File: src/design/cac_pkg.sv
// Shared types, action codes and helpers for the complex add/compare unit.
// No dependencies; imported by every module of the block.
`default_nettype none
package cac_pkg;

    localparam int SQ_CELLS = 32;   // one root bit per cell
    localparam int DV_CELLS = 32;   // one quotient bit per cell

    localparam logic [31:0] SMAX = 32'h7FFF_FFFF;
    localparam logic [31:0] SMIN = 32'h8000_0000;

    typedef enum logic [1:0] {
        ACT_ADD  = 2'd0,
        ACT_EQ   = 2'd1,
        ACT_MOD  = 2'd2,
        ACT_PROJ = 2'd3
    } t_act;

    typedef struct packed {
        logic [31:0] re;
        logic [31:0] im;
        logic        eq;
        logic        sat;
        logic        zdiv;
    } t_res;

    // side band carried along the square-root chain
    typedef struct packed {
        logic               valid;
        t_act               act;
        logic signed [64:0] dot;
        t_res               res;
    } t_sq_side;

    // side band carried along the divider chain
    typedef struct packed {
        logic        valid;
        t_act        act;
        logic        neg;
        logic        big;    // quotient >= 2^32
        logic [31:0] norm;
        t_res        res;
    } t_dv_side;

    // saturate a 33-bit sum to 32 bits; bit 32 of the result is the clip flag
    function automatic logic [32:0] sat33(input logic [32:0] s);
        logic [32:0] r;
        begin
            if (s[32] == s[31]) begin
                r = {1'b0, s[31:0]};
            end else if (s[32]) begin
                r = {1'b1, SMIN};
            end else begin
                r = {1'b1, SMAX};
            end
            return r;
        end
    endfunction

endpackage
`default_nettype wire

File: src/design/cac_div_cell.sv
// One cell of the restoring divider chain: retires one quotient bit per cycle while i_en is high.
// Depends on cac_pkg.
`default_nettype none
module cac_div_cell (
    input  wire logic               i_clk,
    input  wire logic               i_rst_n,
    input  wire logic               i_en,
    input  wire logic [31:0]        i_rem,
    input  wire logic [31:0]        i_low,
    input  wire logic [31:0]        i_q,
    input  wire cac_pkg::t_dv_side  i_side,
    output logic [31:0]             o_rem,
    output logic [31:0]             o_low,
    output logic [31:0]             o_q,
    output cac_pkg::t_dv_side       o_side
);
    import cac_pkg::*;

    logic [32:0] w_r2;
    logic [32:0] w_dvs;
    logic        w_ge;
    logic [32:0] w_diff;
    logic [31:0] n_rem;

    t_dv_side    r_side;
    logic [31:0] r_rem;
    logic [31:0] r_low;
    logic [31:0] r_q;

    always_comb begin
        w_r2   = {i_rem, i_low[31]};
        w_dvs  = {1'b0, i_side.norm};
        w_ge   = (w_r2 >= w_dvs);
        w_diff = w_r2 - w_dvs;
        n_rem  = w_ge ? w_diff[31:0] : w_r2[31:0];
    end

    always_ff @(posedge i_clk) begin
        if (!i_rst_n) begin
            r_side.valid <= 1'b0;
        end else if (i_en) begin
            r_side <= i_side;
            r_rem  <= n_rem;
            r_low  <= {i_low[30:0], 1'b0};
            r_q    <= {i_q[30:0], w_ge};
        end
    end

    assign o_rem  = r_rem;
    assign o_low  = r_low;
    assign o_q    = r_q;
    assign o_side = r_side;
endmodule
`default_nettype wire

File: config.mk
export PLATFORM = sky130hd
export DESIGN_NAME = cac_div_cell
export DESIGN_NICKNAME = d
export VERILOG_FILES = /design/src/design/cac_pkg.sv /design/src/design/cac_div_cell.sv
export SDC_FILE = /design/constraint.sdc
export NUM_CORES = 1
export LEC_CHECK = 0
export BUFFER_PORTS_ARGS = -buffer_cell sky130_fd_sc_hd__buf_2
export CORE_AREA = 2 2 156 158
export CTS_CLUSTER_SIZE = 25
export DETAILED_ROUTE_END_ITERATION = 16
export DIE_AREA = 0 0 158 160
export PLACE_DENSITY_LB_ADDON = 0.1
export REMOVE_ABC_BUFFERS = 1
export SLEW_MARGIN = 15
export SYNTH_ARGS = -nofsm -noshare
export SYNTH_HDL_FRONTEND = slang
export SYNTH_SLANG_ARGS = --single-unit
File: constraint.sdc
create_clock -name i_clk -period 8.91 [get_ports i_clk]
set_clock_uncertainty 0.15 [all_clocks]
set_input_delay 0 -clock i_clk [delete_from_list [all_inputs] [get_ports i_clk]]
set_output_delay 0 -clock i_clk [all_outputs]
set_load 0.05 [all_outputs]
==> results of run 1 <==
## sequential cells by signal, summed over array words and instances, names as in the netlist
signal  flops
o_low      31
o_q        32
o_side    104
o_rem      32
## layout make-up
class	count	share of cell area [%]
timing repair buffer	603	30.59
inverter	38	1.084
antenna	1	0.01901
tap	324	3.080
clock buffer	18	3.261
sequential	199	45.33
multi-input combinational	292	15.25
clock inverter	14	1.388
## worst max-delay path by stage
stage                     startpoint                  end  cells after the start
after floorplan                 i_en  o_low[10]$_DFFE_PP_                      1
after global placement    i_side[84]   o_rem[6]$_DFFE_PP_                     12
after detailed placement  i_side[84]   o_rem[7]$_DFFE_PP_                     12
after CTS                 i_side[83]  o_rem[29]$_DFFE_PP_                     14
after global routing      i_side[83]  o_rem[29]$_DFFE_PP_                     14
final                     i_side[83]  o_rem[29]$_DFFE_PP_                     14
## metal layers
layer | part of all wire (%) | track usage (%) | vias up
li1 | - | - | 3260
met1 | 39 | 22.24 | 3145
met2 | 51 | 35.12 | 243
met3 | 7.2 | 5.645 | 47
met4 | 3.4 | 8.477 | 0
met5 | 0 | 0 | -
## power groups by stage
| stage | clock [mW] | combinational, mW | sequential [mW] |
|---|---|---|---|
| floorplan | 0 | 0.151 | 1.40 |
| global placement | 0 | 0.551 | 1.15 |
| detailed placement | 0 | 0.552 | 1.15 |
| CTS | 0.807 | 0.628 | 1.13 |
| global route | 0.837 | 0.663 | 1.14 |
| finish | 0.782 | 0.623 | 1.13 |
## through the flow
stage	setup WS [ns]	cells	utilization [%]	instance area [um^2]
after global routing	4.154	1489	55.25	13160
after CTS	4.356	1488	55.24	13160
after floorplan	3.685	529	-	8113
after global placement	4.807	1256	44.27	10550
final	4.444	1489	55.25	13160
after detailed placement	4.792	1256	44.27	10550
## timing repair
| action | 4_1_cts | 5_1_grt |
|---|---|---|
| setup endpoints to repair | 0 | 0 |
| resized for setup | 0 | 0 |
| hold buffers | 200 | 0 |
| hold endpoints to repair | 198 | 0 |
## cells in the mapped netlist, types with 5 or more instances
master	n	area, um^2
edfxtp_1	198	5946
a21oi_1	54	270.3
inv_1	38	142.6
nor2_1	36	135.1
ha_1	32	400.4
nand2_1	27	101.4
o21ai_0	16	80.08
xnor2_1	16	140.1
a21o_1	12	90.09
xor2_1	11	96.34
buf_2	8	40.04
nand3_1	8	40.04
nand4_1	7	43.79
mux2_2	6	67.56
o21a_1	6	45.04
a31oi_1	5	31.28
clkbuf_1	5	18.77
## kinds of logic after synthesis
logic type	synth area share, %
other	0.04569
DFF	72.69
AOI/OAI and AO/OA	8.965
adders and majority gates	5.123
buffers and inverters	2.882
and+or+nand+nor	5.672
muxes	1.738
xor gates and xnor gates	2.881
## worst max-delay path: stages
cell and delay (ns):
dlygate4sd3_1 0.57, buf_2 0.14, inv_1 0.04, ha_1 0.40
nand4_1 0.20, or4_1 0.51, a21oi_1 0.15, nor3_1 0.10
a211oi_2 0.25, o21ai_2 0.17, o31ai_4 0.82, buf_4 0.47
o22ai_1 0.12, dlygate4sd3_1 0.56
==> impl_metrics.toml, run 1 <==
[clock_network]
post_cts_buffers = 0
cts-root-buf = "clkbuf_16"
cts_buffers = 17
cts_tree = "yes"
cts.reportedPaths.clkPinSlew_ns = 0.08
cts_sinks = 199
clk_latency_ns = 0.43
clockBufferDepth = 2
htree_levels = 4

[yosys]
syn_area_per_cell_um2 = 15.00
ys_dominant_reg_cell = "edfxtp_1"
ys_warn_count = 0
synth-seq-cells = 199
yosysSeqAreaShare_pct = 72.69
synth_cell_types = 49
syn_inst = 547
netlist_area_um2 = 8207
synth_edf_count = 198
ys_async_sr_fraction_pct = 0

[power_and_ir_drop]
finalPower_mw = 2.532
power.switching_uw = 831.3
peakVddDrop_mv = 0.1029
power_leakage_nw = 5.653
seqPwrFrac_pct = 44.5
power_frac_clock_pct = 30.9
swShare_pct = 32.83
power_density_nw_per_um2 = 192.4
power_frac_comb_pct = 24.6
power.internal_mw = 1.701

[floorplan]
core_um2 = 23820
rows = 57
start_util_pct = 34.45
die_x_um = 158
die_area_um2 = 25280
io_pins = 403
fp.dieH_um = 160

[sta]
setup_viol = 0
hold_viol_final = 0
max-slew-margin-rel_pct = 35.39
rsz0062_at_grt = "false"
fin_crit_sh_pct = 50.13
fmax_mhz = 223.9
slew_violations = 0
worst_pin_slew_ns = 0.9691
min_period_ns = 4.466
finalSetupTns_ns = 0
hold_slack_ns = 0.1093

[cells_and_area]
seq_area_um2 = 5966
synthToLayoutAreaGrowth_pct = 60.38
layout_commonest_cell = "buf_2"
drive_above_1_share_pct = 38.32
fin_nets = 1387
final_cell_mix = "400 x buf_2, 200 x dlygate4sd3_1, 198 x edfxtp_1"
fill_cells = 2090
multi_input_area_um2 = 2007

[routing]
drc = 0
first_pass_iters = 4
via_count = 6695
detail-route-antenna-nets = 0
viasPerCell = 4.496
wl_per_cell_um = 17.28
first_iter_violations = 319
routed_wl_um = 25730

[hold_path]
hp-class = "primary input to flop"
min_to = "o_side[60]$_DFFE_PP_"
worstHoldStart = "i_en"
whs_path_depth = 2

[worst_setup_path]
reg2reg_to = "o_side[103]$_SDFFE_PN0P_"
cp_max_fo = 32
worstPathArrival_ns = 4.50
start_kind = "primary input"
r2r_start = "o_side[103]$_SDFFE_PN0P_"
required_ns = 8.94
endpoint_kind = "flop"
path_class = "primary input to flop"
reg2reg_depth = 3
ff2ff_setup_slack_ns = 7.59

[run_status]
outcome = "complete, no violations"

[placed_design]
hpwl_um = 18220
place_congestion = 0.7828
port_buffers = 400

[global_route]
grt_pass1_wl_um = 38090
grt_overflow_total = 0
grt_usage_pct = 19.88
antenna_found_initial = 1
grt_pass1_vias = 6936
grt_max_degree = 75

[job]
cap_violations = 0
(Power assumes the default switching activity.)
==> run 2: changes to the inputs <==
==> constraint.sdc (replaced) <==
create_clock -name i_clk -period 3.7 [get_ports i_clk]
set_clock_uncertainty 0.15 [all_clocks]
set_input_delay 0 -clock i_clk [delete_from_list [all_inputs] [get_ports i_clk]]
set_output_delay 0 -clock i_clk [all_outputs]
set_load 0.05 [all_outputs]
==> run 2 against run 1 <==
  * First-iteration DRC count up 1.3%
  * Setup slack worse by 4.2 ns
  * Sequential power up 140%
  * Sequential share of layout area down 0.26 points
  * Via count about the same
==> impl_metrics.toml, run 2 (same netlist as run 1, synthesis figures left out) <==
[power_and_ir_drop]
power.switching_mw = 2.052
power_leakage_nw = 5.693
seqPwrFrac_pct = 44.1
power_frac_comb_pct = 24.5
swShare_pct = 33.27
power.internal_mw = 4.115
power_frac_clock_pct = 31.4
peakVddDrop_mv = 0.3361
power_density_nw_per_um2 = 465.8

[routing]
detail-route-antenna-nets = 0
wl_per_cell_um = 17.32
drc = 0
routed_wl_um = 25880
first_pass_iters = 5
viasPerCell = 4.479
first_iter_violations = 323
via_count = 6691

[floorplan]
core_um2 = 23820
io_pins = 403
fp.dieH_um = 160
die_x_um = 158
start_util_pct = 34.45
die_area_um2 = 25280
rows = 57

[sta]
hold_slack_ns = 0.1126
setup_viol = 0
fin_crit_sh_pct = 92.33
slew_violations = 0
fmax_mhz = 292.7
hold_viol_final = 0
rsz0062_at_grt = "false"
min_period_ns = 3.416
max-slew-margin-rel_pct = 51.08
worst_pin_slew_ns = 0.7338

[worst_setup_path]
endpoint_kind = "flop"
required_ns = 3.75
start_kind = "primary input"
cp_max_fo = 3
reg2reg_depth = 3
worstPathArrival_ns = 3.46
path_class = "primary input to flop"

[global_route]
grt_pass1_wl_um = 38430
grt_overflow_total = 0
grt_usage_pct = 20.14
antenna_found_initial = 2
grt_pass1_vias = 6916
grt_max_degree = 126

[cells_and_area]
final_area_um2 = 13240
layout_commonest_cell = "buf_2"
largest_register_ffs = 104
final_cell_mix = "400 x buf_2, 201 x dlygate4sd3_1, 198 x edfxtp_1"
drive_above_1_share_pct = 38.53
synthToLayoutAreaGrowth_pct = 61.31
fin_nets = 1391

[placed_design]
place_congestion = 0.7854
hpwl_um = 18640
port_buffers = 400
placed_area_um2 = 10610

[clock_network]
post_cts_buffers = 0
hold_buffers = 201
cts_resized = 0
clk_latency_ns = 0.44
cts_buffers = 17
cts_tree = "yes"
clockBufferDepth = 2
cts.reportedPaths.clkPinSlew_ns = 0.09
cts-root-buf = "clkbuf_16"
cts_sinks = 199
htree_levels = 4

[hold_path]
hp-class = "primary input to flop"
whs_path_depth = 2

[run_status]
outcome = "complete, no violations"

[job]
cap_violations = 0
[run 2: cell count changes in the layout (fill, tap and decap cells not counted), sizes merged]
| cell | before | now |
|---|---|---|
| dlygate4sd3 | 200 | 201 |
| clkinv | 10 | 6 |
| buf | 403 | 406 |
| diode | 1 | 2 |
| clkbuf | 18 | 17 |
| inv | 42 | 47 |
[run 2: per-layer routing]
layer  vias up  wire [um]  GRT usage [%]
met2       253      13100          35.10
met1      3121      10170          23.56
met3        44       1723          4.722
li1       3273          -              -
met5         -          0              0
met4         0        884          8.722
[run 2: path summary, 6_finish.rpt]
| path | startpoint | endpoint | slack, ns |
|---|---|---|---|
| hold / removal | i_q[3] | o_q[4]$_DFFE_PP_ | 0.11 |
| setup reg to reg | o_side[103]$_SDFFE_PN0P_ | o_side[103]$_SDFFE_PN0P_ | 2.40 |
| setup / recovery | i_side[67] | o_rem[30]$_DFFE_PP_ | 0.28 |
| hold reg to reg | o_side[103]$_SDFFE_PN0P_ | o_side[103]$_SDFFE_PN0P_ | 0.93 |
[run 2: area by class of cell]
class,count,area (um^2)
Fill cell,2042,10580
Sequential cell,199,5966
Timing Repair Buffer,607,4096
Multi-Input combinational cell,292,2007
Clock buffer,17,425.4
Tap cell,324,405.4
Clock inverter,15,190.2
Inverter,38,142.6
Antenna cell,2,5.005
[run 2: power by group through the flow]
stage	Clock, mW	Sequential, mW	Combinational, mW
finish	1.94	2.72	1.51
global route	2.06	2.74	1.61
CTS	2.00	2.72	1.52
detailed placement	0	2.77	1.34
global placement	0	2.76	1.34
floorplan	0	3.37	0.362
[run 2: critical path, cell delays in order]
cell and delay [ns]:
dlygate4sd3_1 0.54, buf_2 0.14, ha_1 0.20, fa_1 0.39
nand2b_1 0.18, a21oi_1 0.16, o21ai_0 0.16, o311a_1 0.36
a31oi_1 0.34, a21oi_1 0.23, o41ai_1 0.35, xor2_1 0.11
mux2_1 0.31
[run 2: metrics by stage]
stage	total power [mW]	instances	setup WS (ns)	utilization, %	TNS, ns
2_1_floorplan	3.730	529	-1.525	-	-301.90
3_3_place_gp	4.101	1259	0.3399	44.52	0
3_5_place_dp	4.108	1259	0.3115	44.52	0
4_1_cts	6.234	1492	0.2417	55.55	0
5_1_grt	6.410	1494	0.02894	55.57	0
6_report	6.167	1494	0.2840	55.57	0
==> run 3: changes to the inputs <==
--- a/config.mk
+++ b/config.mk
@@ -11,7 +11,6 @@
 export DETAILED_ROUTE_END_ITERATION = 16
 export DIE_AREA = 0 0 158 160
 export PLACE_DENSITY_LB_ADDON = 0.1
-export REMOVE_ABC_BUFFERS = 1
 export SLEW_MARGIN = 15
 export SYNTH_ARGS = -nofsm -noshare
 export SYNTH_HDL_FRONTEND = slang
==> run 3 against run 2 <==
  * Setup slack got worse by 0.060 ns
  * Register-to-register slack about the same
  * Critical path depth grew 1
  * Utilization rose by 0.15 points
  * Worst hold slack worse by 0.036 ns
  * Sequential power hardly changed
  * Global-route usage decreased by 0.58 points
  * Clock power shrank 4%
==> impl_metrics.toml, run 3 (same netlist as run 1, synthesis figures left out) <==
[routing]
via_count = 6762
first_pass_iters = 6
wl_per_cell_um = 17.15
routed_wl_um = 25700
detail-route-antenna-nets = 0
viasPerCell = 4.514
drc = 0
first_iter_violations = 414

[run_status]
outcome = "complete, no violations"

[yosys]
syn-num-nets = 783

[power_and_ir_drop]
power_leakage_nw = 5.712
swShare_pct = 32.68
seqPwrFrac_pct = 44.4
power_density_nw_per_um2 = 460.3
power_frac_comb_pct = 25.0
power_frac_clock_pct = 30.5
power.internal_mw = 4.113
power.switching_mw = 1.997
peakVddDrop_mv = 0.3033

[clock_network]
clk_latency_ns = 0.43
cts_sinks = 199
cts_buffers = 17
clockBufferDepth = 2
cts-root-buf = "clkbuf_16"
cts.reportedPaths.clkPinSlew_ns = 0.08
htree_levels = 4
cts_tree = "yes"

[cells_and_area]
synthToLayoutAreaGrowth_pct = 61.75
postLayoutCoreUtil_pct = 55.73
fin_nets = 1395
drive_above_1_share_pct = 38.91
layout_commonest_cell = "buf_2"
final_cell_mix = "400 x buf_2, 200 x dlygate4sd3_1, 198 x edfxtp_1"
largest_register_ffs = 104

[worst_setup_path]
worstPathArrival_ns = 3.51
cp_max_fo = 16
start_kind = "primary input"
required_ns = 3.74
endpoint_kind = "flop"
path_class = "primary input to flop"

[sta]
max-slew-margin-rel_pct = 58.57
setup_viol = 0
hold_viol_final = 0
slew_violations = 0
fin_crit_sh_pct = 93.94
rsz0062_at_grt = "false"
finalSetupTns_ns = 0
timing.final.ws_setup_ns = 0.2242
worst_pin_slew_ns = 0.6215
fmax_mhz = 287.7
min_period_ns = 3.476

[global_route]
grt_overflow_total = 0
grt_pass1_wl_um = 37610
antenna_found_initial = 2
grt_max_degree = 92
grt_pass1_vias = 6875
grt_usage_pct = 19.56

[floorplan]
fp.dieH_um = 160
start_util_pct = 34.45
rows = 57
die_area_um2 = 25280
die_x_um = 158
core_um2 = 23820
io_pins = 403

[placed_design]
place_congestion = 0.7467
place_ws_ns = 0.2646
hpwl_um = 18380
port_buffers = 400

[job]
cap_violations = 0

[hold_path]
hp-class = "primary input to flop"
run 3: layout make-up:
class | count | area, um^2
fill | 2127 | 10550
timing repair buffer | 611 | 4141
inverter | 38 | 142.6
multi-input combinational | 292 | 2017
clock inverter | 14 | 167.7
antenna | 2 | 5.005
sequential | 199 | 5966
clock buffer | 18 | 429.2
tap | 324 | 405.4
run 3: what timing repair did:
action / CTS / global route
setup endpoints to repair: 0 / 2
hold buffers: 200 / 0
gates resized for setup: 0 / 2
setup buffers: 0 / 1
hold endpoints to repair: 198 / 0
run 3: power groups by stage:
stage | clock, mW | sequential [mW] | combinational, mW
after global placement | 0 | 2.76 | 1.34
after floorplan | 0 | 3.36 | 0.371
after CTS | 1.92 | 2.71 | 1.53
after global routing | 2.00 | 2.73 | 1.62
after detailed placement | 0 | 2.76 | 1.34
final | 1.87 | 2.71 | 1.53
run 3: routing by layer:
layer	part of all wire [%]	routed length (um)	global-route usage (%)
met1	39	10090	22.22
met2	52	13400	35.91
met3	6.1	1573	4.613
met4	2.5	638	6.183
met5	0	0	0
run 3: critical path, cell delays in order:
cell and delay [ns]:
dlygate4sd3_1 0.58, buf_2 0.14, inv_1 0.05, ha_1 0.30, nand4_1 0.18, or4_1 0.50, a21oi_1 0.12, nor3_1 0.10
a211oi_2 0.27, o21ai_2 0.17, o31ai_4 0.27, buf_12 0.20, o22ai_1 0.08, dlygate4sd3_1 0.55
run 3: worst paths after layout:
check / startpoint / end / slack, ns / depth (start not counted)
min reg2reg: o_side[103]$_SDFFE_PN0P_ / o_side[103]$_SDFFE_PN0P_ / 0.94 / 3
min: i_en / o_side[30]$_DFFE_PP_ / 0.08 / 2
max reg2reg: o_side[103]$_SDFFE_PN0P_ / o_side[103]$_SDFFE_PN0P_ / 2.39 / 3
max: i_side[82] / o_rem[29]$_DFFE_PP_ / 0.22 / 14
run 3: metrics by stage:
step | power, mW | std cells | area, um^2 | hold WS, ns
after floorplan | 3.728 | 547 | 8208 | -0.05113
after global placement | 4.104 | 1262 | 10630 | 0.02671
after detailed placement | 4.107 | 1262 | 10630 | 0.02808
after CTS | 6.158 | 1494 | 13230 | 0.06843
after global routing | 6.355 | 1497 | 13270 | 0.09947
final | 6.110 | 1498 | 13270 | 0.07633
