### config.mk
export PLATFORM = sky130hd
export DESIGN_NAME = cac_sqrt_cell
export DESIGN_NICKNAME = d
export VERILOG_FILES = /design/src/design/cac_pkg.sv /design/src/design/cac_sqrt_cell.sv
export SDC_FILE = /design/constraint.sdc
export NUM_CORES = 1
export LEC_CHECK = 0
export ABC_CLOCK_PERIOD_IN_PS = 18110
export BUFFER_PORTS_ARGS = -buffer_cell sky130_fd_sc_hd__buf_2
export CORE_AREA = 2 2 207 209
export DETAILED_ROUTE_END_ITERATION = 8
export DIE_AREA = 0 0 209 211
export GPL_TIMING_DRIVEN = 0
export SKIP_CTS_REPAIR_TIMING = 1
export SLEW_MARGIN = 5
export SYNTH_ARGS = -nofsm -noshare
export SYNTH_HDL_FRONTEND = slang
export SYNTH_SLANG_ARGS = --single-unit
export TNS_END_PERCENT = 20
### constraint.sdc
create_clock -name i_clk -period 18.11 [get_ports i_clk]
set_input_delay 1.811 -clock i_clk [delete_from_list [all_inputs] [get_ports i_clk]]
set_output_delay 1.811 -clock i_clk [all_outputs]
set_load 0.005 [all_outputs]
### src/design/cac_pkg.sv
// Shared types, action codes and helpers for the complex add/compare unit.
// No dependencies; imported by every module of the block.
`default_nettype none
package cac_pkg;

    localparam int SQ_CELLS = 32;   // one root bit per cell
    localparam int DV_CELLS = 32;   // one quotient bit per cell

    localparam logic [31:0] SMAX = 32'h7FFF_FFFF;
    localparam logic [31:0] SMIN = 32'h8000_0000;

    typedef enum logic [1:0] {
        ACT_ADD  = 2'd0,
        ACT_EQ   = 2'd1,
        ACT_MOD  = 2'd2,
        ACT_PROJ = 2'd3
    } t_act;

    typedef struct packed {
        logic [31:0] re;
        logic [31:0] im;
        logic        eq;
        logic        sat;
        logic        zdiv;
    } t_res;

    // side band carried along the square-root chain
    typedef struct packed {
        logic               valid;
        t_act               act;
        logic signed [64:0] dot;
        t_res               res;
    } t_sq_side;

    // side band carried along the divider chain
    typedef struct packed {
        logic        valid;
        t_act        act;
        logic        neg;
        logic        big;    // quotient >= 2^32
        logic [31:0] norm;
        t_res        res;
    } t_dv_side;

    // saturate a 33-bit sum to 32 bits; bit 32 of the result is the clip flag
    function automatic logic [32:0] sat33(input logic [32:0] s);
        logic [32:0] r;
        begin
            if (s[32] == s[31]) begin
                r = {1'b0, s[31:0]};
            end else if (s[32]) begin
                r = {1'b1, SMIN};
            end else begin
                r = {1'b1, SMAX};
            end
            return r;
        end
    endfunction

endpackage
`default_nettype wire

### src/design/cac_sqrt_cell.sv
// One cell of the integer square-root chain: retires one root bit per cycle while i_en is high.
// Depends on cac_pkg.
`default_nettype none
module cac_sqrt_cell (
    input  wire logic               i_clk,
    input  wire logic               i_rst_n,
    input  wire logic               i_en,
    input  wire logic [34:0]        i_rem,
    input  wire logic [31:0]        i_root,
    input  wire logic [63:0]        i_x,
    input  wire cac_pkg::t_sq_side  i_side,
    output logic [34:0]             o_rem,
    output logic [31:0]             o_root,
    output logic [63:0]             o_x,
    output cac_pkg::t_sq_side       o_side
);
    import cac_pkg::*;

    logic [34:0] w_r2;
    logic [34:0] w_trial;
    logic        w_ge;
    logic [34:0] n_rem;
    logic [31:0] n_root;
    logic [63:0] n_x;

    t_sq_side    r_side;
    logic [34:0] r_rem;
    logic [31:0] r_root;
    logic [63:0] r_x;

    always_comb begin
        w_r2    = {i_rem[32:0], i_x[63:62]};
        w_trial = {1'b0, i_root, 2'b01};
        w_ge    = (w_r2 >= w_trial);
        n_rem   = w_ge ? (w_r2 - w_trial) : w_r2;
        n_root  = {i_root[30:0], w_ge};
        n_x     = {i_x[61:0], 2'b00};
    end

    always_ff @(posedge i_clk) begin
        if (!i_rst_n) begin
            r_side.valid <= 1'b0;
        end else if (i_en) begin
            r_side <= i_side;
            r_rem  <= n_rem;
            r_root <= n_root;
            r_x    <= n_x;
        end
    end

    assign o_rem  = r_rem;
    assign o_root = r_root;
    assign o_x    = r_x;
    assign o_side = r_side;
endmodule
`default_nettype wire

==> out/metrics.cfg, run 1 <==
[run_status]
outcome=finished, final reports clean

[sta]
report.final.setup_viol=0
fin_crit_sh_pct=23.3
finalClockSkew_ns=0
finalMaxSlewViolations=0
relSlewSlack_pct=57.5
setup_tns_ns=0
worst_pin_slew_ns=0.638
finalHoldViolations=0
rsz0062_at_grt=no
hold_slack_ns=0.528
fmax_ghz=0.237
period_minus_slack_ns=4.22

[pwr]
p_sw_share_pct=24.5
comb_power_share_pct=12.6
clock_power_share_pct=43.0
seqPwrFrac_pct=44.5
powerDensity_nw_per_um2=110
p_int_mw=1.25
peakVddDrop_mv=0.0680
power.switching_uw=405
p_leak_nw=6.37

[min_path]
min_to=o_side[134]$_SDFFE_PN0P_
holdCritPathClass=flip-flop to flip-flop
hp-start=o_side[134]$_SDFFE_PN0P_
holdPathStages=2

[cts]
cts_tree=yes
cts.sinks=264
clk_pin_slew_ns=0.06
htreeDepth=2
clock_path_buffers=3
clk_latency_ns=0.53
cts_root_buf=clkbuf_16
cts_buffers=34

[setup_path]
cp-start-kind=input pin
critPathArrivalTime_ns=4.49
critPathLaunch=i_root[17]
reg2reg_setup_slack_ns=17.51
path_class=input pin to flip-flop
cp.required_ns=18.39
reg2reg_from=o_side[134]$_SDFFE_PN0P_
timing.rr.end=o_side[134]$_SDFFE_PN0P_
critPathCaptureType=flip-flop
reg2reg_depth=2
crit_fanout=7

[die]
die_x_um=209
start_util_pct=24.9
dieArea_um2=44100
io_pins=535
fp-row-count=75
die_h_um=211
core-area_um2=41800

[logic_synthesis]
ys_warn_count=0
postSynthAreaPerCell_um2=16.3
synthTopCellsByArea=edfxtp_1 (76%), ha_1 (4.1%), a21oi_1 (2.2%)
ys_seq_elements=264
yosys.area.top_type_share_pct=76.0
ys_top_cells_by_count=edfxtp_1 (263), a21oi_1 (46), inv_1 (46)
synth-edff-count=263
syn_inst=637
yosysMostFrequentCell=edfxtp_1
synthArstFlopShare_pct=0
syn_area_um2=10400
yosys.area.top_type=edfxtp_1
synth.distinct_cells=62
ys_seq_area_share_pct=76.2
ys.flop_type=edfxtp_1

[global_route]
grt_max_degree=72
grt_usage_pct=16.9
antenna_found_initial=16
first_global_vias=7620
grt_overflow=0
grt_pass1_wl_um=53000

[final_layout]
layout.nets=1511
nFillCells=4070
areaGrowthSynthToFinish_pct=44.4
drive_above_1_share_pct=50.4

[placed_design]
portBuffers=530
place_hpwl_um=30900
gp_congestion=0.867

[flow_run]
cap_violations=0

[drt]
drc=0
vias=7849
first_pass_iters=5
totalWireLength_um=39400
vias_per_cell=4.42
wire_per_inst_um=22.2
drt_iter0_markers=516
ant_nets=0

## worst max-delay path, cell delays in order
cell,delay (ns)
buf_2,0.13
inv_1,0.06
ha_1,0.40
a21oi_1,0.34
o211ai_1,0.17
o2bb2ai_1,0.21
o21ai_2,0.15
a211oi_1,0.51
o221ai_1,0.26
xnor2_1,0.17
mux2_2,0.27
## cell type report
cell class | instances | area, um^2 | share of cell area [%]
sequential | 264 | 7920 | 52.7
timing repair buffer | 534 | 2760 | 18.4
multi-input combinational | 315 | 2220 | 14.8
clock buffer | 37 | 862 | 5.74
tap | 539 | 674 | 4.49
clock inverter | 24 | 303 | 2.02
inverter | 46 | 173 | 1.15
buffer | 13 | 88.8 | 0.592
antenna | 4 | 10.0 | 0.0667
## sequential cells by signal (all words and copies together) (netlist names)
signal	flops
o_root	32
o_side	135
o_rem	35
o_x	62
## cells by family (layout without fill, tap and decap cells)
group           after synthesis  count (layout)  share of synthesized area (%)
compound gates              121             121                           7.78
fa+ha+maj                    34              34                           4.09
simple gates                112             112                           5.16
xor+xnor                     31              31                           2.61
buf+inv                      59             654                           2.52
other cells                   1               6                         0.0361
mux                          15              15                           1.61
flops                       264             264                           76.2
## through the flow
stage / setup slack, ns / utilization [%] / power [mW] / cell area [um^2] / cells
floorplan: 9.70 / - / 0.849 / 10400 / 638
global placement: 6.77 / 32.9 / 0.964 / 13700 / 1707
detailed placement: 13.25 / 33.1 / 0.960 / 13800 / 1711
CTS: 13.81 / 35.9 / 1.68 / 15000 / 1772
global route: 13.62 / 35.9 / 1.72 / 15000 / 1773
finish: 13.89 / 35.9 / 1.66 / 15000 / 1776
## routing by layer
| metal | track usage (%) | vias to the layer above | wire [um] |
|---|---|---|---|
| met3 | 7.14 | 76 | 3700 |
| li1 | - | 3574 | - |
| met5 | 0 | - | 153 |
| met1 | 19.1 | 3828 | 14900 |
| met4 | 5.69 | 24 | 1090 |
| met2 | 28.7 | 347 | 19500 |
## worst max path at each step
| stage | end | slack [ns] | cells past startpoint |
|---|---|---|---|
| after floorplan | o_rem[0]$_DFFE_PP_ | 9.70 | 1 |
| after detailed placement | o_rem[17]$_DFFE_PP_ | 13.25 | 13 |
| after global placement | o_rem[6]$_DFFE_PP_ | 6.77 | 2 |
| after global routing | o_rem[17]$_DFFE_PP_ | 13.62 | 13 |
| final | o_rem[28]$_DFFE_PP_ | 13.89 | 11 |
| after CTS | o_rem[17]$_DFFE_PP_ | 13.81 | 13 |
## power groups by stage
stage	Combinational, mW	Clock, mW	Sequential [mW]
2_1_floorplan	0.0868	0	0.763
3_3_place_gp	0.206	0	0.759
3_5_place_dp	0.211	0	0.749
4_1_cts	0.212	0.734	0.737
5_1_grt	0.228	0.753	0.740
6_report	0.208	0.712	0.736
## placed cells by master (no fill, tap or decap), types with 4 or more instances in the layout
| master | Yosys | routed |
|---|---|---|
| nor2_1 | 45 | 45 |
| and3_1 | 5 | 5 |
| nor2b_1 | 5 | 5 |
| ha_1 | 34 | 34 |
| bufinv_16 | 0 | 6 |
| a21o_1 | 8 | 8 |
| nand4_1 | 9 | 9 |
| xor2_1 | 10 | 10 |
| mux2_2 | 6 | 6 |
| o211ai_1 | 5 | 5 |
| buf_16 | 0 | 4 |
| xnor2_1 | 21 | 21 |
| mux2i_1 | 4 | 4 |
| a21oi_2 | 4 | 4 |
| a21oi_1 | 46 | 46 |
| inv_1 | 46 | 46 |
| clkbuf_1 | 1 | 4 |
| diode_2 | 0 | 4 |
| nand2_1 | 20 | 20 |
| clkbuf_16 | 0 | 34 |
| clkinv_2 | 0 | 4 |
| mux2_1 | 4 | 4 |
| nor3_1 | 10 | 10 |
| or3_1 | 4 | 4 |
| clkinv_1 | 0 | 5 |
| buf_2 | 4 | 534 |
| edfxtp_1 | 263 | 263 |
| o21ai_0 | 20 | 20 |
| buf_4 | 5 | 5 |
(Power assumes the default switching activity.)
==> inputs of run 2 (changes only) <==
Settings changed: ABC_AREA set to 1, ABC_CLOCK_PERIOD_IN_PS 18110 to 4100.
Clock period 18.11 ns to 4.1 ns, I/O delays scaled along.
==> run 2 against run 1 <==
Effect of this change:
- first-iteration DRC count increased by 15%
- sequential share of layout area decreased by 2.2 points
- synthesized area increased by 6.5%
- count of clock-buffer cells in the layout increased by 5
- flip-flop and latch count unchanged
- clock power increased to 4.2 times the previous value
- critical path type unchanged
==> out/metrics.cfg, run 2 <==
[run_status]
outcome=finished, final reports clean

[logic_synthesis]
synth-edff-count=263  ; unchanged
syn_area_um2=11100  ; +6.5%
synth.distinct_cells=30  ; -52%
ys_warn_count=0  ; unchanged
syn_inst=930  ; +46%
synthArstFlopShare_pct=0  ; unchanged
yosys.area.top_type_share_pct=71.3  ; -4.7 points
postSynthAreaPerCell_um2=11.9  ; -27%
ys_top_cells_by_count=nand2_1 (307), edfxtp_1 (263), inv_1 (125)
yosys.area.top_type=edfxtp_1
ys_seq_area_share_pct=71.5  ; -4.7 points
yosysMostFrequentCell=nand2_1
ys_seq_elements=264  ; unchanged
synthTopCellsByArea=edfxtp_1 (71%), nand2_1 (10%), inv_1 (4.2%)
ys.flop_type=edfxtp_1

[sta]
finalMaxSlewViolations=0  ; unchanged
relSlewSlack_pct=38.8  ; -19 points
period_minus_slack_ns=2.25
finalClockSkew_ns=0  ; unchanged
fmax_ghz=0.445
fin_crit_sh_pct=54.8
report.final.setup_viol=0  ; unchanged
rsz0062_at_grt=no
worst_pin_slew_ns=0.916  ; +0.278 ns
finalHoldViolations=0  ; unchanged

[pwr]
powerDensity_nw_per_um2=460  ; +320%
peakVddDrop_mv=0.238  ; +250%
power.switching_mw=1.85  ; +360%
clock_power_share_pct=41.2  ; -1.8 points
comb_power_share_pct=13.7  ; +1.1 points
seqPwrFrac_pct=45.1  ; +0.6 points
p_leak_nw=7.27  ; +14%
p_int_mw=5.36  ; +330%
p_sw_share_pct=25.7  ; +1.2 points

[die]
start_util_pct=26.5  ; +1.6 points
fp-row-count=75  ; unchanged
die_h_um=211  ; unchanged
core-area_um2=41800  ; unchanged
dieArea_um2=44100  ; unchanged
io_pins=535  ; unchanged
die_x_um=209  ; unchanged

[drt]
drt_iter0_markers=595  ; +15%
totalWireLength_um=46100  ; +17%
vias=9021  ; +15%
first_pass_iters=5  ; unchanged
vias_per_cell=4.35  ; -1.5%
ant_nets=0  ; unchanged
drc=0  ; unchanged
wire_per_inst_um=22.3  ; +0.24%

[setup_path]
cp_slowest_cell=clkinvlp_4
path_class=input pin to flip-flop
worst_path_most_repeated_cell=buf_12
crit_fanout=40  ; +33
crit_buf_inv=6  ; +4
max_stage_delay_ns=0.70  ; +0.19 ns
cp-start-kind=input pin
crit_chain=buf_2 > nand2_8 > clkinvlp_4 > buf_12 > buf_12 > buf_12 > buf_12
critPathCaptureType=flip-flop
cp.required_ns=4.36  ; -14.03 ns
critPathArrivalTime_ns=2.51  ; -1.98 ns
critical_path.top_delay_family=buffers and inverters

[final_layout]
layout.nets=1806  ; +20%
areaGrowthSynthToFinish_pct=41.5
finalNonFillerCells=2073  ; +17%
mostFrequentLayoutCells=buf_2 (530), nand2_1 (306), edfxtp_1 (263)
fin_area_um2=15700  ; +4.4%
mostFrequentLayoutCell=buf_2
largest_reg_flops=135  ; unchanged
drive_above_1_share_pct=40.2  ; -10 points

[cts]
htreeDepth=2  ; unchanged
clk_pin_slew_ns=0.06  ; about the same
clock_path_buffers=3  ; unchanged
cts.sinks=264  ; unchanged
cts_root_buf=clkbuf_16
cts_buffers=34  ; unchanged
cts_tree=yes
clk_latency_ns=0.54  ; about the same

[global_route]
grt_max_degree=42  ; -42%
grt_pass1_wl_um=63100  ; +19%
grt_usage_pct=20.3  ; +3.4 points
first_global_vias=9012  ; +18%
grt_overflow=0  ; unchanged
antenna_found_initial=31  ; +15

[placed_design]
place_hpwl_um=37800  ; +22%
portBuffers=530  ; unchanged
placed_area_um2=14500  ; +5.1%
gp_congestion=0.896  ; +3.4%
numPlacedInstances=2006  ; +17%

[min_path]
holdCritPathClass=input pin to flip-flop

[flow_run]
cap_violations=0  ; unchanged

==> run 2: layer usage <==
layer  track usage (%)  routed length (um)
met4              8.28                1590
met1              23.5               17700
met3              7.64                4490
met5                 0                 152
met2              33.8               22200
==> run 2: cell type report <==
cell class	instances	area [um^2]
Clock buffer	42	902
Timing Repair Buffer	536	2770
Multi-Input combinational cell	527	2600
Buffer	8	75.1
Clock inverter	18	203
Tap cell	539	674
Antenna cell	7	17.5
Sequential cell	264	7920
Inverter	132	502
Fill cell	4194	26100
==> run 2: logic make-up (layout without fill, tap and decap cells) <==
family	after synthesis	count (layout)	synth area share (%)
and+or+nand+nor	431	431	15.9
xor gates and xnor gates	18	18	1.42
buffers and inverters	140	736	5.18
other	1	9	0.0339
AOI/OAI and AO/OA	42	42	2.10
adders and majority gates	34	34	3.84
DFF	264	264	71.5
==> run 2: worst paths after layout <==
| check | start | end | slack (ns) | cells after the start |
|---|---|---|---|---|
| max | i_en | o_side[11]$_DFFE_PP_ | 1.85 | 7 |
| min | i_side[72] | o_side[72]$_DFFE_PP_ | 0.04 | 1 |
| max reg2reg | o_side[134]$_SDFFE_PN0P_ | o_side[134]$_SDFFE_PN0P_ | 3.40 | 2 |
| min reg2reg | o_side[134]$_SDFFE_PN0P_ | o_side[134]$_SDFFE_PN0P_ | 0.62 | 2 |
==> run 2: power groups by stage <==
stage	clock network (mW)	logic (mW)	registers (mW)
2_1_floorplan	0	0.403	3.35
3_3_place_gp	0	0.980	3.33
3_5_place_dp	0	0.997	3.30
4_1_cts	3.07	1.00	3.25
5_1_grt	3.15	1.09	3.27
6_report	2.97	0.985	3.25
==> run 2: metrics by stage <==
stage | hold WS [ns] | util [%] | setup slack [ns] | TNS [ns] | total power [mW]
after floorplan | 0.503 | - | -0.668 | -175.79 | 3.75
after global placement | 0.559 | 34.5 | -2.67 | -694.59 | 4.31
after detailed placement | 0.588 | 34.8 | 1.32 | 0 | 4.30
after CTS | -0.00116 | 37.5 | 1.91 | 0 | 7.33
after global routing | 0.0194 | 37.5 | 1.75 | 0 | 7.50
final | 0.0432 | 37.5 | 1.85 | 0 | 7.21
==> inputs of run 3 (changes only) <==
Settings changed: ABC_AREA 1 to 0, ABC_CLOCK_PERIOD_IN_PS 4100 to 2300.
Clock period 4.1 ns to 2.3 ns, I/O delays scaled along.
==> run 3 against run 2 <==
Effect of this change:
- the run now ends with negative hold slack, negative setup slack left
- register-to-register slack lost 1.7 ns
- core utilization grew 5.2 points
- first-iteration DRC count grew 4.4%
- final area grew 14%
- clock skew is the same
- global-route usage shrank 3.3 points
- sequential power grew 78%
- die area is the same
- via count shrank 1.5%
- flip-flop and latch count is the same
- power grew 78%
- worst setup slack lost 1.9 ns
- critical path type unchanged
- highest routed layer unchanged
==> out/metrics.cfg, run 3 (synthesized netlist as in run 1, its figures left out) <==
[final_layout]
utilization_pct=42.7  ; +5.2 points
layout.nets=1777  ; -1.6%
areaGrowthSynthToFinish_pct=71.5
drive_above_1_share_pct=44.6  ; +4.4 points
mostFrequentLayoutCells=buf_2 (524), edfxtp_1 (263), dlygate4sd3_1 (243)
mostFrequentLayoutCell=buf_2
largest_reg_flops=135  ; unchanged

[drt]
ant_nets=0  ; unchanged
wire_per_inst_um=21.2  ; -4.6%
totalWireLength_um=43300  ; -6.1%
drt_iter0_markers=621  ; +4.4%
vias=8890  ; -1.5%
vias_per_cell=4.36  ; +0.14%
drc=0  ; unchanged
first_pass_iters=5  ; unchanged

[sta]
period_minus_slack_ns=2.35
relSlewSlack_pct=64.3  ; +26 points
report.final.setup_viol=11  ; +11
finalMaxSlewViolations=0  ; unchanged
finalClockSkew_ns=0  ; unchanged
rsz0062_at_grt=yes
fin_crit_sh_pct=102
finalHoldViolations=2  ; +2
hold_slack_ns=-0.171  ; -0.214 ns
worst_slack_ns=-0.0516  ; -1.91 ns
worst_pin_slew_ns=0.529  ; -0.387 ns
fmax_ghz=0.425
setup_tns_ns=-0.408  ; -0.408 ns

[die]
die_x_um=209  ; unchanged
core-area_um2=41800  ; unchanged
die_h_um=211  ; unchanged
start_util_pct=24.9  ; -1.6 points
dieArea_um2=44100  ; unchanged
io_pins=535  ; unchanged
fp-row-count=75  ; unchanged

[pwr]
power.switching_mw=3.21  ; +73%
seqPwrFrac_pct=45.2  ; about the same
peakVddDrop_mv=0.582  ; +140%
p_int_mw=9.64  ; +80%
p_leak_nw=7.53  ; +3.5%
clock_power_share_pct=37.7  ; -3.5 points
powerDensity_nw_per_um2=721  ; +57%
p_sw_share_pct=25.0  ; -0.75 points
comb_power_share_pct=17.1  ; +3.4 points

[global_route]
gr-usage-met3_pct=7.02  ; -0.62 points
grt_use_met2_pct=29.6  ; -4.3 points
grt_max_degree=69  ; +64%
grt_pass1_wl_um=53700  ; -15%
antenna_found_initial=7  ; -77%
busiest_layer=met2
met1_usage_pct=19.1  ; -4.4 points
grt_usage_pct=17.0  ; -3.3 points
grt_overflow=0  ; unchanged
first_global_vias=7615  ; -16%

[placed_design]
gp_congestion=0.849  ; -5.2%
place_hpwl_um=31300  ; -17%
dp_slack_ns=-0.917  ; -2.24 ns
portBuffers=530  ; unchanged

[setup_path]
cp.required_ns=2.63  ; -1.73 ns
path_class=input pin to flip-flop
crit_fanout=5  ; -88%
critPathArrivalTime_ns=2.68  ; +0.17 ns
cp-start-kind=input pin
critPathCaptureType=flip-flop

[cts]
clock_path_buffers=3  ; unchanged
htreeDepth=1  ; -1
cts_buffers=31  ; -8.8%
clk_pin_slew_ns=0.06  ; about the same
cts_root_buf=clkbuf_16
cts_tree=yes
cts.sinks=264  ; unchanged
clk_latency_ns=0.57  ; +0.03 ns

[min_path]
holdCritPathClass=input pin to flip-flop

[flow_run]
cap_violations=0  ; unchanged

[run_status]
violations=negative hold slack, negative setup slack
outcome=finished, violations left

## run 3: worst max-delay path, cell delays in order
cell       delay, ns
buf_2           0.12
inv_1           0.07
ha_4            0.28
and4_4          0.24
nand2b_4        0.06
or3_4           0.40
a211oi_4        0.21
buf_6           0.15
o31ai_4         0.08
o21ai_4         0.29
clkbuf_16       0.23
mux2_4          0.30
## run 3: path summary, 6_finish.rpt
path | slack, ns | cells after the start | endpoint | from
worst max register to register | 1.70 | 2 | o_side[134]$_SDFFE_PN0P_ | o_side[134]$_SDFFE_PN0P_
worst min-delay path | -0.17 | 1 | o_root[23]$_DFFE_PP_ | i_root[22]
worst min register to register | 0.52 | 2 | o_side[134]$_SDFFE_PN0P_ | o_side[134]$_SDFFE_PN0P_
worst max-delay path | -0.05 | 12 | o_rem[9]$_DFFE_PP_ | i_root[19]
## run 3: metal layers
layer,up-vias,share of wire [%]
met1,4317,39
met5,-,0.13
met3,78,7.3
met2,378,51
li1,4109,-
met4,8,2.7
## run 3: final cells by class
cell class,count,area [um^2]
fillers,3828,23900
well taps,539,674
inverters,46,175
repair buffers,803,5450
diodes,5,12.5
clock buffers,36,795
plain buffers,13,129
flip-flops and latches,264,7920
multi-input cells,315,2480
clock inverters,19,181
## run 3: through the flow
stage	cell area, um^2	cells	hold slack [ns]	total power [mW]
2_1_floorplan	10400	638	0.329	6.65
3_3_place_gp	13700	1707	0.407	7.54
3_5_place_dp	13800	1711	0.408	7.56
4_1_cts	14800	1766	-0.226	12.5
5_1_grt	17800	2038	-0.203	13.3
6_report	17800	2040	-0.171	12.8
## run 3: power by group through the flow
| stage | registers [mW] | logic, mW | clock network, mW |
|---|---|---|---|
| 2_1_floorplan | 5.96 | 0.686 | 0 |
| 3_3_place_gp | 5.91 | 1.62 | 0 |
| 3_5_place_dp | 5.90 | 1.66 | 0 |
| 4_1_cts | 5.80 | 1.68 | 5.01 |
| 5_1_grt | 5.83 | 2.37 | 5.15 |
| 6_report | 5.80 | 2.20 | 4.84 |
